$ cat src/design/assert_macros.svh
`ifndef ASSERT_MACROS_SVH
`define ASSERT_MACROS_SVH
`ifndef SYNTH
`define BFR_ASSERT_IMPLY(lbl, clk, rst, ante, cons) \
  lbl: assert property (@(posedge clk) disable iff (rst) (ante) |-> (cons)) \
    else $error("same-cycle check failed");
`define BFR_ASSERT_NEXT(lbl, clk, rst, ante, cons) \
  lbl: assert property (@(posedge clk) disable iff (rst) (ante) |=> (cons)) \
    else $error("next-cycle check failed");
`else
`define BFR_ASSERT_IMPLY(lbl, clk, rst, ante, cons)
`define BFR_ASSERT_NEXT(lbl, clk, rst, ante, cons)
`endif
`endif

$ cat src/design/bfr_pkg.sv
package bfr_pkg;

  localparam int PIX_W      = 32;
  localparam int COL_W      = 11;
  localparam int ROW_W      = 16;
  localparam int FW_W       = 12;
  localparam int FH_W       = 16;
  localparam int THR_W      = 24;
  localparam int GAIN_W     = 16;
  localparam int CFG_IDX_W  = 4;
  localparam int CFG_DATA_W = 32;
  localparam int MIN_WIDTH  = 32;

  localparam logic [FW_W-1:0]   DEF_FRAME_WIDTH  = 12'd640;
  localparam logic [FH_W-1:0]   DEF_FRAME_HEIGHT = 16'd480;
  localparam logic [THR_W-1:0]  DEF_THRESHOLD    = 24'd8355840;
  localparam logic [GAIN_W-1:0] DEF_GAIN         = 16'd4096;

  localparam logic [CFG_IDX_W-1:0] CFG_FRAME_WIDTH  = 4'd0;
  localparam logic [CFG_IDX_W-1:0] CFG_FRAME_HEIGHT = 4'd1;
  localparam logic [CFG_IDX_W-1:0] CFG_THRESHOLD    = 4'd2;
  localparam logic [CFG_IDX_W-1:0] CFG_GAIN         = 4'd3;

  // 0.333 and 0.0004 in Q0.16.
  localparam logic [14:0] AVG_MUL    = 15'd21823;
  localparam logic [4:0]  DITHER_MUL = 5'd26;

  typedef enum logic [1:0] {
    LOAD_NONE,
    LOAD_MAIN,
    LOAD_EDGE,
    LOAD_LAST
  } bfr_load_t;

  typedef struct packed {
    logic      clear_step;
    logic      take;
    logic      rd_hi;
    logic      keep_main;
    logic      update;
    logic      wr_hi;
    bfr_load_t load;
    logic      last;
  } bfr_cmd_t;

  typedef struct packed {
    logic clear_last;
    logic out_free;
    logic emit_main;
    logic emit_edge;
    logic emit_last;
  } bfr_status_t;

endpackage

$ cat src/design/bfr_ctrl.sv
`include "assert_macros.svh"

module bfr_ctrl (
  input  logic                 clk,
  input  logic                 rst,
  input  logic                 in_valid,
  output logic                 in_ready,
  input  bfr_pkg::bfr_status_t status,
  output bfr_pkg::bfr_cmd_t    cmd
);

  typedef enum logic [3:0] {
    S_CLEAR,
    S_IDLE,
    S_RD_LO,
    S_RD_HI,
    S_WR_LO,
    S_WR_HI,
    S_EMIT_MAIN,
    S_EMIT_EDGE,
    S_EMIT_LAST
  } state_t;

  state_t state;
  state_t state_next;

  always_comb begin
    state_next = state;
    cmd        = '0;
    cmd.load   = bfr_pkg::LOAD_NONE;
    unique case (state)
      S_CLEAR: begin
        cmd.clear_step = 1'b1;
        if (status.clear_last) begin
          state_next = S_IDLE;
        end
      end
      S_IDLE: begin
        cmd.take = in_valid && in_ready;
        if (cmd.take) begin
          state_next = S_RD_LO;
        end
      end
      S_RD_LO: begin
        state_next = S_RD_HI;
      end
      S_RD_HI: begin
        cmd.rd_hi     = 1'b1;
        cmd.keep_main = 1'b1;
        state_next    = S_WR_LO;
      end
      S_WR_LO: begin
        cmd.update = 1'b1;
        state_next = S_WR_HI;
      end
      S_WR_HI: begin
        cmd.wr_hi = 1'b1;
        priority if (status.emit_main) begin
          state_next = S_EMIT_MAIN;
        end else if (status.emit_edge) begin
          state_next = S_EMIT_EDGE;
        end else if (status.emit_last) begin
          state_next = S_EMIT_LAST;
        end else begin
          state_next = S_IDLE;
        end
      end
      S_EMIT_MAIN: begin
        if (status.out_free) begin
          cmd.load = bfr_pkg::LOAD_MAIN;
          cmd.last = !status.emit_edge && !status.emit_last;
          priority if (status.emit_edge) begin
            state_next = S_EMIT_EDGE;
          end else if (status.emit_last) begin
            state_next = S_EMIT_LAST;
          end else begin
            state_next = S_IDLE;
          end
        end
      end
      S_EMIT_EDGE: begin
        if (status.out_free) begin
          cmd.load   = bfr_pkg::LOAD_EDGE;
          cmd.last   = !status.emit_last;
          state_next = status.emit_last ? S_EMIT_LAST : S_IDLE;
        end
      end
      S_EMIT_LAST: begin
        if (status.out_free) begin
          cmd.load   = bfr_pkg::LOAD_LAST;
          cmd.last   = 1'b1;
          state_next = S_IDLE;
        end
      end
      default: begin
        state_next = S_IDLE;
      end
    endcase
  end

  always_ff @(posedge clk) begin
    if (rst) begin
      state    <= S_CLEAR;
      in_ready <= 1'b0;
    end else begin
      state    <= state_next;
      in_ready <= (state_next == S_IDLE);
    end
  end

  `BFR_ASSERT_IMPLY(a_ready_idle, clk, rst, in_ready, state == S_IDLE)
  `BFR_ASSERT_NEXT(a_take_seq, clk, rst, in_valid && in_ready, state == S_RD_LO)

endmodule

$ cat config.mk
export PLATFORM = sky130hd
export DESIGN_NAME = bfr_ctrl
export DESIGN_NICKNAME = d
export VERILOG_FILES = /design/src/design/bfr_pkg.sv /design/src/design/bfr_ctrl.sv
export VERILOG_INCLUDE_DIRS = /design/src /design/src/design
export SDC_FILE = /design/constraint.sdc
export NUM_CORES = 1
export LEC_CHECK = 0
export ABC_CLOCK_PERIOD_IN_PS = 1680
export BUFFER_PORTS_ARGS = -buffer_cell sky130_fd_sc_hd__clkbuf_2
export CAP_MARGIN = 10
export CORE_AREA = 3 3 40 42
export DETAILED_ROUTE_END_ITERATION = 8
export DIE_AREA = 0 0 43 45
export PLACE_DENSITY = 0.69
export SETUP_SLACK_MARGIN = 0.05
export SYNTH_ARGS = -nofsm -noshare
export SYNTH_HDL_FRONTEND = slang
export SYNTH_SLANG_ARGS = --single-unit
export TNS_END_PERCENT = 30
$ cat constraint.sdc
create_clock -name clk -period 1.68 [get_ports clk]
set_input_delay 0 -clock clk [delete_from_list [all_inputs] [get_ports clk]]
set_output_delay 0 -clock clk [all_outputs]
set_load 0.02 [all_outputs]
; ---- After elaboration in Yosys (flattened, before gate mapping)
; Cells that the tools add are included.
[word_totals]
input_bits = 8
elab_cells = 34
reg_bits = 5
[classes]
n_eq_ne = 9
mux = 18
n_reduce_logical = 5
[ops]
columns = operator, n
row1 = case mux 4 bit (9 select lines), 1
row2 = 2-to-1 mux 4 bit, 8
row3 = "== test 4 x 3 -> 1 bit, second input constant", 4
row4 = case mux 3 bit (3 select lines), 1
row5 = "== test 4 x 1 -> 1 bit, second input constant", 2
row6 = "== test 4 x 2 -> 1 bit, second input constant", 2
row7 = 2-to-1 mux 3 bit, 2
row8 = "== test 4 bit, second input constant", 1
row9 = zero test 4 bit, 1
row10 = 2-to-1 mux 1 bit, 4
row11 = 2-to-1 mux 2 bit, 2
row12 = logical AND 1 bit, 2
row13 = zero test 1 bit, 2

; ---- Logic depth before layout (Yosys ltp)
; Gate-level depths: netlist of run 1.
[logic_depth]
ltp_word = 5
mapped_depth = 6

; ---- Worst setup path after synthesis of run 1
; Ideal clock, no wire load.
[synth_path]
kind = reg2reg
startpoint = register state[1]
endpoint = register in_ready
path_slack_ns = 0.224
n_path_buf = 1
setup_ns = 0.122
t_arrival_ns = 1.334
path_stages_with_launch = 6
cell_sequence = dfxtp_1 buf_2 nor3_1 nor2_1 or4_1 nor4bb_1
[synth_between]
elab_chain_cells = 3
[synth_rtl]
columns = item, line_no
row1 = start: declaration, bfr_ctrl.sv:24  ; state_t state;
row2 = start signal: assignment, bfr_ctrl.sv:106  ; state <= state_next;
row3 = "== test 4 bit, or another cell as far along", bfr_ctrl.sv:31  ; unique case (state)
row4 = case mux 4 bit (9 select lines) (*), bfr_ctrl.sv:31
row5 = == test 4 x 1 -> 1 bit (*), bfr_ctrl.sv:107  ; in_ready <= (state_next == S_IDLE);
row6 = end signal: assignment, bfr_ctrl.sv:107
row7 = end: declaration, bfr_ctrl.sv:7  ; output logic in_ready,
; Mark *: on every way between the ends. The rest lies on a longest branch, timed or not.
; A chain may end at the register's enable or synchronous reset.

; ---- Final worst setup path of run 1
[layout_path]
startpoint = register state[0]
endpoint = register in_ready
; The elaborated chain is that of the path after synthesis.

==> results of run 1 <==
==> per-layer routing <==
layer | track usage | share of wire
met1 | 0.199 | 0.42
met2 | 0.210 | 0.47
met3 | 0.0398 | 0.11
met4 | 0.0663 | 0
met5 | 0 | 0
==> metrics by stage <==
stage	hold slack, ps	std cells
4_1_cts	33.3	109
5_1_grt	40.0	109
3_3_place_gp	288	105
6_report	36.2	109
3_5_place_dp	297	105
2_1_floorplan	71.6	71
==> sequential cells by signal, summed over array words and instances, names as in the netlist <==
name,cells
state,4
in_ready,1
==> final cells by class <==
type | instances | area (um2)
Multi-Input combinational cell | 59 | 328
Tap cell | 15 | 18.8
Inverter | 2 | 7.51
Timing Repair Buffer | 24 | 138
Fill cell | 129 | 659
Clock buffer | 4 | 26.3
Sequential cell | 5 | 108
==> final timing paths <==
kind	start	endpoint	slack, ps	depth (start not counted)
max reg2reg	state[0]	in_ready	90	6
min reg2reg	state[3]	state[1]	690	3
max	state[0]	in_ready	90	6
min	rst	state[2]	40	2
==> repair_timing <==
item	CTS	global route
resized for setup	2	4
pin swaps	0	1
endpoints found under the setup margin	1	2
gates cloned	0	0
==> worst max-delay path, delay by kind of cell (launching register included) <==
kind | cells | cell delay (ps)
simple gates | 4 | 910
flops | 1 | 360
buf+inv | 1 | 150
compound gates | 1 | 70
==> cells in the mapped netlist (all sizes together) <==
master / instances
a211o: 1
a21oi: 4
a31o: 1
and3: 2
buf: 5
dfxtp: 5
inv: 2
nand2: 8
nand2b: 4
nand3: 2
nand4b: 1
nor2: 12
nor2b: 3
nor3: 7
nor4: 2
nor4b: 1
nor4bb: 1
o21ai: 2
o22ai: 1
o31ai: 2
or2: 2
or3: 2
or4: 1
==> logic make-up after synthesis <==
| family | after synthesis | synth area share |
|---|---|---|
| and+or+nand+nor | 48 | 0.552 |
| AOI/OAI and AO/OA | 11 | 0.149 |
| DFF | 5 | 0.217 |
| buffers and inverters | 7 | 0.0815 |
==> where the power goes <==
group	switching, mW	leakage [nW]	internal, mW	total [mW]
Combinational	0.0815	0.234	0.0722	0.154
Sequential	0.0171	0.0430	0.131	0.148
Clock	0.0474	0.0150	0.0897	0.137
==> run_results.csv, run 1 <==
group,metric,value,unit
outcome,status,"complete, no violations",
final_layout,final_common_cell,"clkbuf_2",
place,post-place-ws,80.6,ps
cts,path_clk_slew,40,ps
global_route,grt_max_degree,13,
sta,fmax,627,MHz
sta,finalCriticalPeriod,1590,ps
yosys,yosys-top-cells-area,"dfxtp_1 22%, nor2_1 9.8%, nor3_1 7.6%, nand2_1 5.7%, a21oi_1 4.3%",
sta,maxSlewHeadroom,0.826,
cts,insertion_delay,240,ps
die,dieArea,1940,um2
detailed_routing,post_drt_wl_per_cell,12.2,um
setup_path,worstPathMaxFanout,9,
sta,finalCritPeriodShare,0.949,
setup_path,crit_chain,"buf_4, nand2b_2, o22ai_1, and3_1, or3_1, nor4bb_1",
die,row_count,13,
cts,cts-buffers-inserted,3,
power_and_ir_drop,p_total,0.439,mW
power_and_ir_drop,power_density,701,nW/um2
final_layout,final_cell_mix,"17 x clkbuf_2, 12 x nor2_1, 7 x nand2_1, 7 x buf_4, 6 x nor3_1",
yosys,yosysWarnings,0,
die,core_region_area,1280,um2
flow_run,drv_cap,0,
cts,cts_root_buf,"clkbuf_4",
detailed_routing,vias,594,
detailed_routing,drc,0,
final_layout,stdcell_area,626,um2
cts,cts_tree,"built",
yosys,synth_largest_area_cell,"dfxtp_1",
yosys,syn_area,460,um2
yosys,avgSynthCellArea,6.49,um2
final_layout,drive_gt1_frac,0.394,
power_and_ir_drop,leakage,0.292,nW
global_route,antenna_found_initial,0,
setup_path,setup.worst_path.class,"reg2reg",
sta,hold_viol,0,
sta,tightest_slew,258,ps
detailed_routing,dr.pass1.iters,4,
detailed_routing,viasPerCell,5.45,
yosys,ys_seq_area_frac,0.217,
setup_path,start_kind,"flop",
sta,finalMaxSlewViolations,0,
setup_path,cpPeakStageDelay,380,ps
hold_path,worstHoldPathType,"in2reg",
place,gp_congestion,0.922,
cts,clkSinkCount,5,
final_layout,final_core_util,0.487,
detailed_routing,routed_wl,1330,um
yosys,syn_inst,71,
sta,fin_setup_tns,0,ps
global_route,grt_pass1_wl,2100,um
sta,worst_clock_skew,4.33,ps
place,numPortBuffers,17,
die,die_h,45,um
sta,layout_setup_ws,85.7,ps
setup_path,required,1820,ps
cts,post_cts_buffers,0,
global_route,grt_util_all_layers,0.144,
die,start_util,0.358,
detailed_routing,ant_nets,0,
yosys,synth_nets,79,
yosys,synth_top_area_share,0.217,
yosys,ys_types,27,
place,place_area,587,um2
sta,rsz0062_at_grt,"false",
cts,clockBufferDepth,2,
sta,setup_viol,0,
place,dp_hpwl,1010,um
final_layout,diodes,0,
setup_path,slowest_stage,"or3_1",
power_and_ir_drop,peakVddDrop,0.408,mV
final_layout,area_growth_syn_to_layout,35.9,%
cts,hold_buffers,0,
yosys,ys_ff_latch,5,
die,io_pins,18,
setup_path,crit_arrival,1730,ps
die,die_w,43,um
global_route,overflow,0,
final_layout,final_nets,103,
detailed_routing,drtIter0Drc,26,
global_route,grt_pass1_vias,502,
setup_path,cp-end-kind,"flop",
cts,htreeDepth,1,
(Power assumes the default switching activity.)
==> inputs of run 2 (changes only) <==
Settings changed: MAX_ROUTING_LAYER set to met4.
==> run 2 against run 1 <==
Via count down 4.9%. Routed wire length down 1.7%. Final cell count down 0.92%. Critical path depth down 1. Clock power about the same. Critical endpoint unchanged. Highest routed layer unchanged.
==> run_results.csv, run 2 (synthesis results as in run 1) <==
group,metric,value,unit
final_layout,regMostFlops,"state",
detailed_routing,ant_nets,0,
global_route,grt_pass1_wl,2130,um
detailed_routing,post_drt_wl_per_cell,12.1,um
die,io_pins,18,
setup_path,worstPathMaxFanout,7,
final_layout,top_regs,"state: 4 flops, in_ready: 1 flops",
place,dp.cells,104,
hold_path,worstHoldPathType,"in2reg",
die,dieArea,1940,um2
setup_path,setup.worst_path.class,"reg2reg",
final_layout,final_cell_mix,"17 x clkbuf_2, 12 x nor2_1, 7 x nand2_1",
place,post-place-ws,62.5,ps
cts,post_cts_buffers,0,
die,start_util,0.358,
die,row_count,13,
global_route,overflow,0,
sta,setup_viol,0,
setup_path,cp-end-kind,"flop",
flow_run,drv_cap,0,
detailed_routing,vias,565,
global_route,antenna_found_initial,0,
final_layout,final_core_util,0.481,
cts,path_clk_slew,40,ps
final_layout,stdcell_count,108,
final_layout,drive_gt1_frac,0.387,
setup_path,cpPeakStageDelay,400,ps
setup_path,required,1830,ps
final_layout,final_common_cell,"clkbuf_2",
final_layout,diodes,0,
die,die_h,45,um
sta,finalCriticalPeriod,1510,ps
setup_path,slowest_stage,"dfxtp_2",
setup_path,r2r_cells,5,
setup_path,crit_arrival,1660,ps
cts,cts_root_buf,"clkbuf_4",
sta,maxSlewHeadroom,0.819,
place,numPortBuffers,17,
final_layout,area_growth_syn_to_layout,34.2,%
detailed_routing,drc,0,
sta,fin_setup_tns,0,ps
die,core_region_area,1280,um2
cts,htreeDepth,1,
sta,tightest_slew,268,ps
power_and_ir_drop,power_density,697,nW/um2
die,die_w,43,um
cts,clockBufferDepth,2,
power_and_ir_drop,peakVddDrop,0.502,mV
final_layout,largest_register_ffs,4,
hold_path,whs_path_depth,2,
sta,worst_clock_skew,1.83,ps
sta,finalCritPeriodShare,0.898,
place,gp_congestion,0.967,
power_and_ir_drop,leakage,0.287,nW
global_route,grt_util_all_layers,0.148,
setup_path,crit_chain,"nand2b_1, o22ai_1, and3_1, or3_1, nor4bb_1",
detailed_routing,viasPerCell,5.23,
detailed_routing,routed_wl,1310,um
power_and_ir_drop,p_total,0.431,mW
sta,hold_viol,0,
detailed_routing,dr.pass1.iters,4,
place,dp_hpwl,1030,um
setup_path,start_kind,"flop",
cts,insertion_delay,240,ps
cts,cts_tree,"built",
cts,cts-buffers-inserted,3,
global_route,grt_max_degree,13,
cts,clkSinkCount,5,
detailed_routing,drtIter0Drc,13,
outcome,status,"complete, no violations",
sta,finalMaxSlewViolations,0,
sta,fmax,663,MHz
sta,rsz0062_at_grt,"false",
sta,layout_setup_ws,172,ps
final_layout,final_nets,102,
global_route,grt_pass1_vias,491,
## run 2: routing by layer
| layer | part of all wire | track usage | vias up |
|---|---|---|---|
| li1 | - | - | 293 |
| met1 | 0.45 | 0.193 | 254 |
| met2 | 0.49 | 0.225 | 18 |
| met3 | 0.056 | 0.0478 | 0 |
| met4 | 0 | 0.0361 | 0 |
| met5 | 0 | - | - |
## run 2: path summary, 6_finish.rpt
path | end | slack [ps] | from
worst max-delay path | in_ready | 170 | state[0]
worst min-delay path | state[2] | 40 | rst
worst max register to register | in_ready | 170 | state[0]
worst min register to register | state[1] | 670 | state[3]
## run 2: power breakdown
group          leakage (nW)  internal (mW)  switching (mW)
Clock                0.0150         0.0896          0.0462
Sequential           0.0430          0.131          0.0163
Combinational         0.229         0.0675          0.0805
## run 2: worst max-delay path, delay by kind of cell, from the launching register on
kind / cells / cell delay (ps)
DFF: 1 / 400
AOI/OAI and AO/OA: 1 / 80
and+or+nand+nor: 4 / 940
## run 2: through the flow
step | area, um2 | hold WS [ps]
after detailed placement | 579 | 282
after CTS | 606 | 30.6
final | 618 | 35.2
after global placement | 579 | 288
after floorplan | 460 | 71.6
after global routing | 618 | 40.6
## run 2: area by class of cell
| type | instances | area [um2] |
|---|---|---|
| Clock buffer | 4 | 26.3 |
| Fill cell | 131 | 667 |
| Inverter | 2 | 7.51 |
| Multi-Input combinational cell | 59 | 328 |
| Sequential cell | 5 | 108 |
| Tap cell | 15 | 18.8 |
| Timing Repair Buffer | 23 | 130 |
## run 2: repair_timing
item | CTS | global route
endpoints found under the setup margin | 0 | 2
hold buffers | 0 | 0
resized for setup | 0 | 6
==> inputs of run 3 (changes only) <==
Settings changed: ABC_AREA set to 1.
==> run 3 against run 2 <==
Clock skew up 1.8 ps. Via count up 4.8%. Utilization down 1.6 points. Combinational power down 34%. Final area down 3.2%. First-iteration DRC count down 15%. Sequential power down 7%. Worst hold slack better by 180 ps. Total power down 13%. Flip-flop and latch count unchanged. Routed wire length down 11%. Highest routed layer is now met4.
==> run_results.csv, run 3 <==
group,metric,value,unit
final_layout,top_regs,"state: 4 flops, in_ready: 1 flops",
final_layout,stdcell_area,598,um2
power_and_ir_drop,combPwrFrac,0.263,
yosys,yosysWarnings,0,
yosys,ys_top_cells_by_count,"31 x nand2_1, 19 x nor2_1, 14 x inv_1",
die,start_util,0.358,
power_and_ir_drop,switchingPower,0.121,mW
die,core_region_area,1280,um2
die,die_w,43,um
detailed_routing,drtIter0Drc,11,
global_route,grt_max_degree,8,
final_layout,final_cell_mix,"31 x nand2_1, 17 x nor2_1, 17 x clkbuf_2",
yosys,synth_top_area_share,0.253,
cts,cts_root_buf,"clkbuf_4",
sta,fin_setup_tns,0,ps
setup_path,rr_startpoint,"state[3]",
final_layout,area_growth_syn_to_layout,29.9,%
cts,clockBufferDepth,2,
hold_path,worstHoldPathType,"in2reg",
setup_path,regToRegSetupSlack,410,ps
power_and_ir_drop,pwr-share-seq,0.364,
final_layout,drive_gt1_frac,0.223,
setup_path,crit_arrival,1430,ps
global_route,overflow,0,
yosys,ys_types,14,
setup_path,r2r_end,"in_ready",
setup_path,start_kind,"flop",
sta,setup_viol,0,
sta,finalCriticalPeriod,1430,ps
sta,maxSlewHeadroom,0.787,
cts,clkSinkCount,5,
global_route,grt_pass1_wl,1900,um
setup_path,required,1680,ps
power_and_ir_drop,p_int,0.253,mW
yosys,synth.most_common_cell,"nand2_1",
global_route,antenna_found_initial,0,
cts,htreeDepth,1,
sta,fmax,698,MHz
detailed_routing,dr.pass1.iters,4,
sta,hold_viol,0,
yosys,ys_seq_area_frac,0.217,
detailed_routing,viasPerCell,4.66,
hold_path,whs_endpoint,"state[0]",
setup_path,setup.worst_path.class,"reg2out",
cts,cts-buffers-inserted,3,
final_layout,largest_register_ffs,4,
die,row_count,13,
yosys,synth_largest_area_cell,"nand2_1",
sta,tightest_slew,319,ps
place,place_area,557,um2
final_layout,multi_input_area,302,um2
power_and_ir_drop,clkPwrFrac,0.373,
final_layout,final_common_cell,"nand2_1",
sta,worst_clock_skew,3.59,ps
final_layout,regArea,100,um2
detailed_routing,ant_nets,0,
place,gp_congestion,0.862,
cts,insertion_delay,240,ps
setup_path,cp-end-kind,"output port",
hold_path,min-delay-start,"status[4]",
sta,finalCritPeriodShare,0.853,
yosys,synthArstFlopShare,0,
global_route,grt_util_all_layers,0.134,
sta,finalMaxSlewViolations,0,
die,io_pins,18,
power_and_ir_drop,power_density,624,nW/um2
final_layout,final_core_util,0.465,
yosys,syn_inst,91,
setup_path,r2r_cells,8,
detailed_routing,routed_wl,1170,um
outcome,status,"complete, no violations",
yosys,yosys-top-cells-area,"nand2_1 25%, dfxtp_1 22%, nor2_1 15%, inv_1 11%, nand3_1 11%",
yosys,synth_nets,99,
power_and_ir_drop,peakVddDrop,0.487,mV
place,numPortBuffers,17,
detailed_routing,post_drt_wl_per_cell,9.19,um
die,dieArea,1940,um2
final_layout,diodes,0,
final_layout,fillers,158,
detailed_routing,vias,592,
final_layout,final_nets,121,
cts,path_clk_slew,40,ps
global_route,grt_pass1_vias,474,
cts,cts_tree,"built",
power_and_ir_drop,leakage,0.358,nW
hold_path,whs_path_depth,7,
detailed_routing,drc,0,
setup_path,worstPathMaxFanout,7,
flow_run,drv_cap,0,
yosys,avgSynthCellArea,5.06,um2
sta,rsz0062_at_grt,"false",
yosys,synth_edf_count,0,
power_and_ir_drop,sw_frac_of_total,0.323,
yosys,syn_area,460,um2
place,dp_hpwl,974,um
yosys,ys_ff_latch,5,
final_layout,regMostFlops,"state",
yosys,ys.flop_type,"dfxtp_1",
die,die_h,45,um
==> run 3: cell types whose count changed after synthesis, moves of 7 or more <==
| cell | delta |
|---|---|
| nand3_1 | +8 |
| inv_1 | +13 |
| nor3_1 | -7 |
| nand2_1 | +24 |
| nor2_1 | +7 |
==> run 3: stage by stage <==
step	hold WS, ps	power, mW	cells	setup WS [ps]
2_1_floorplan	72.4	0.202	91	395
3_3_place_gp	213	0.232	122	420
3_5_place_dp	221	0.232	122	426
4_1_cts	209	0.378	127	175
5_1_grt	285	0.403	127	96.0
6_report	220	0.373	127	247
==> run 3: critical path, cell delays in order (launching register included) <==
cell and delay (ps):
dfxtp_1 440, nand2_1 100, nor2_2 170, a21oi_1 90, o31ai_1 190, clkbuf_2 200
==> run 3: power by group through the flow <==
stage               logic [mW]  registers [mW]  clock network (mW)
detailed placement      0.0951           0.137                   0
global route             0.112           0.137               0.154
global placement        0.0947           0.137                   0
finish                  0.0983           0.136               0.139
CTS                     0.0974           0.135               0.146
floorplan               0.0611           0.140                   0
==> run 3: worst max path at each step <==
| stage | from | endpoint | cells past startpoint |
|---|---|---|---|
| after floorplan | state[3] | cmd[0] | 5 |
| after CTS | state[1] | cmd[0] | 6 |
| final | state[1] | cmd[0] | 5 |
| after global placement | state[3] | in_ready | 9 |
| after detailed placement | state[3] | in_ready | 9 |
| after global routing | state[1] | cmd[0] | 5 |
==> run 3: final cells by class <==
class,count,area share
clock buffer,4,0.0439
inverter,15,0.0941
multi-input combinational,70,0.504
sequential,5,0.167
tap,15,0.0314
timing repair buffer,18,0.159
==> run 3: routing by layer <==
metal | wire length, um | vias up | global-route usage | part of all wire
met5 | 0 | - | - | 0
met4 | 21 | 0 | 0.0542 | 0.018
met3 | 75 | 2 | 0.0239 | 0.064
met2 | 556 | 15 | 0.231 | 0.48
met1 | 513 | 254 | 0.156 | 0.44
li1 | - | 321 | - | -
==> run 3: kinds of logic (layout without fill, tap and decap cells) <==
logic type | count (synthesis) | in the layout | share of synthesized area
buffers and inverters | 16 | 37 | 0.139
and+or+nand+nor | 63 | 63 | 0.557
DFF | 5 | 5 | 0.217
AOI/OAI and AO/OA | 7 | 7 | 0.0870
==> run 3: repair_timing <==
action                                 4_1_cts  5_1_grt
endpoints found under the hold margin        3        0
gates resized for setup                      0        2
buffers inserted                             0        0
setup endpoints to repair                    0        1
hold buffers                                 1        0
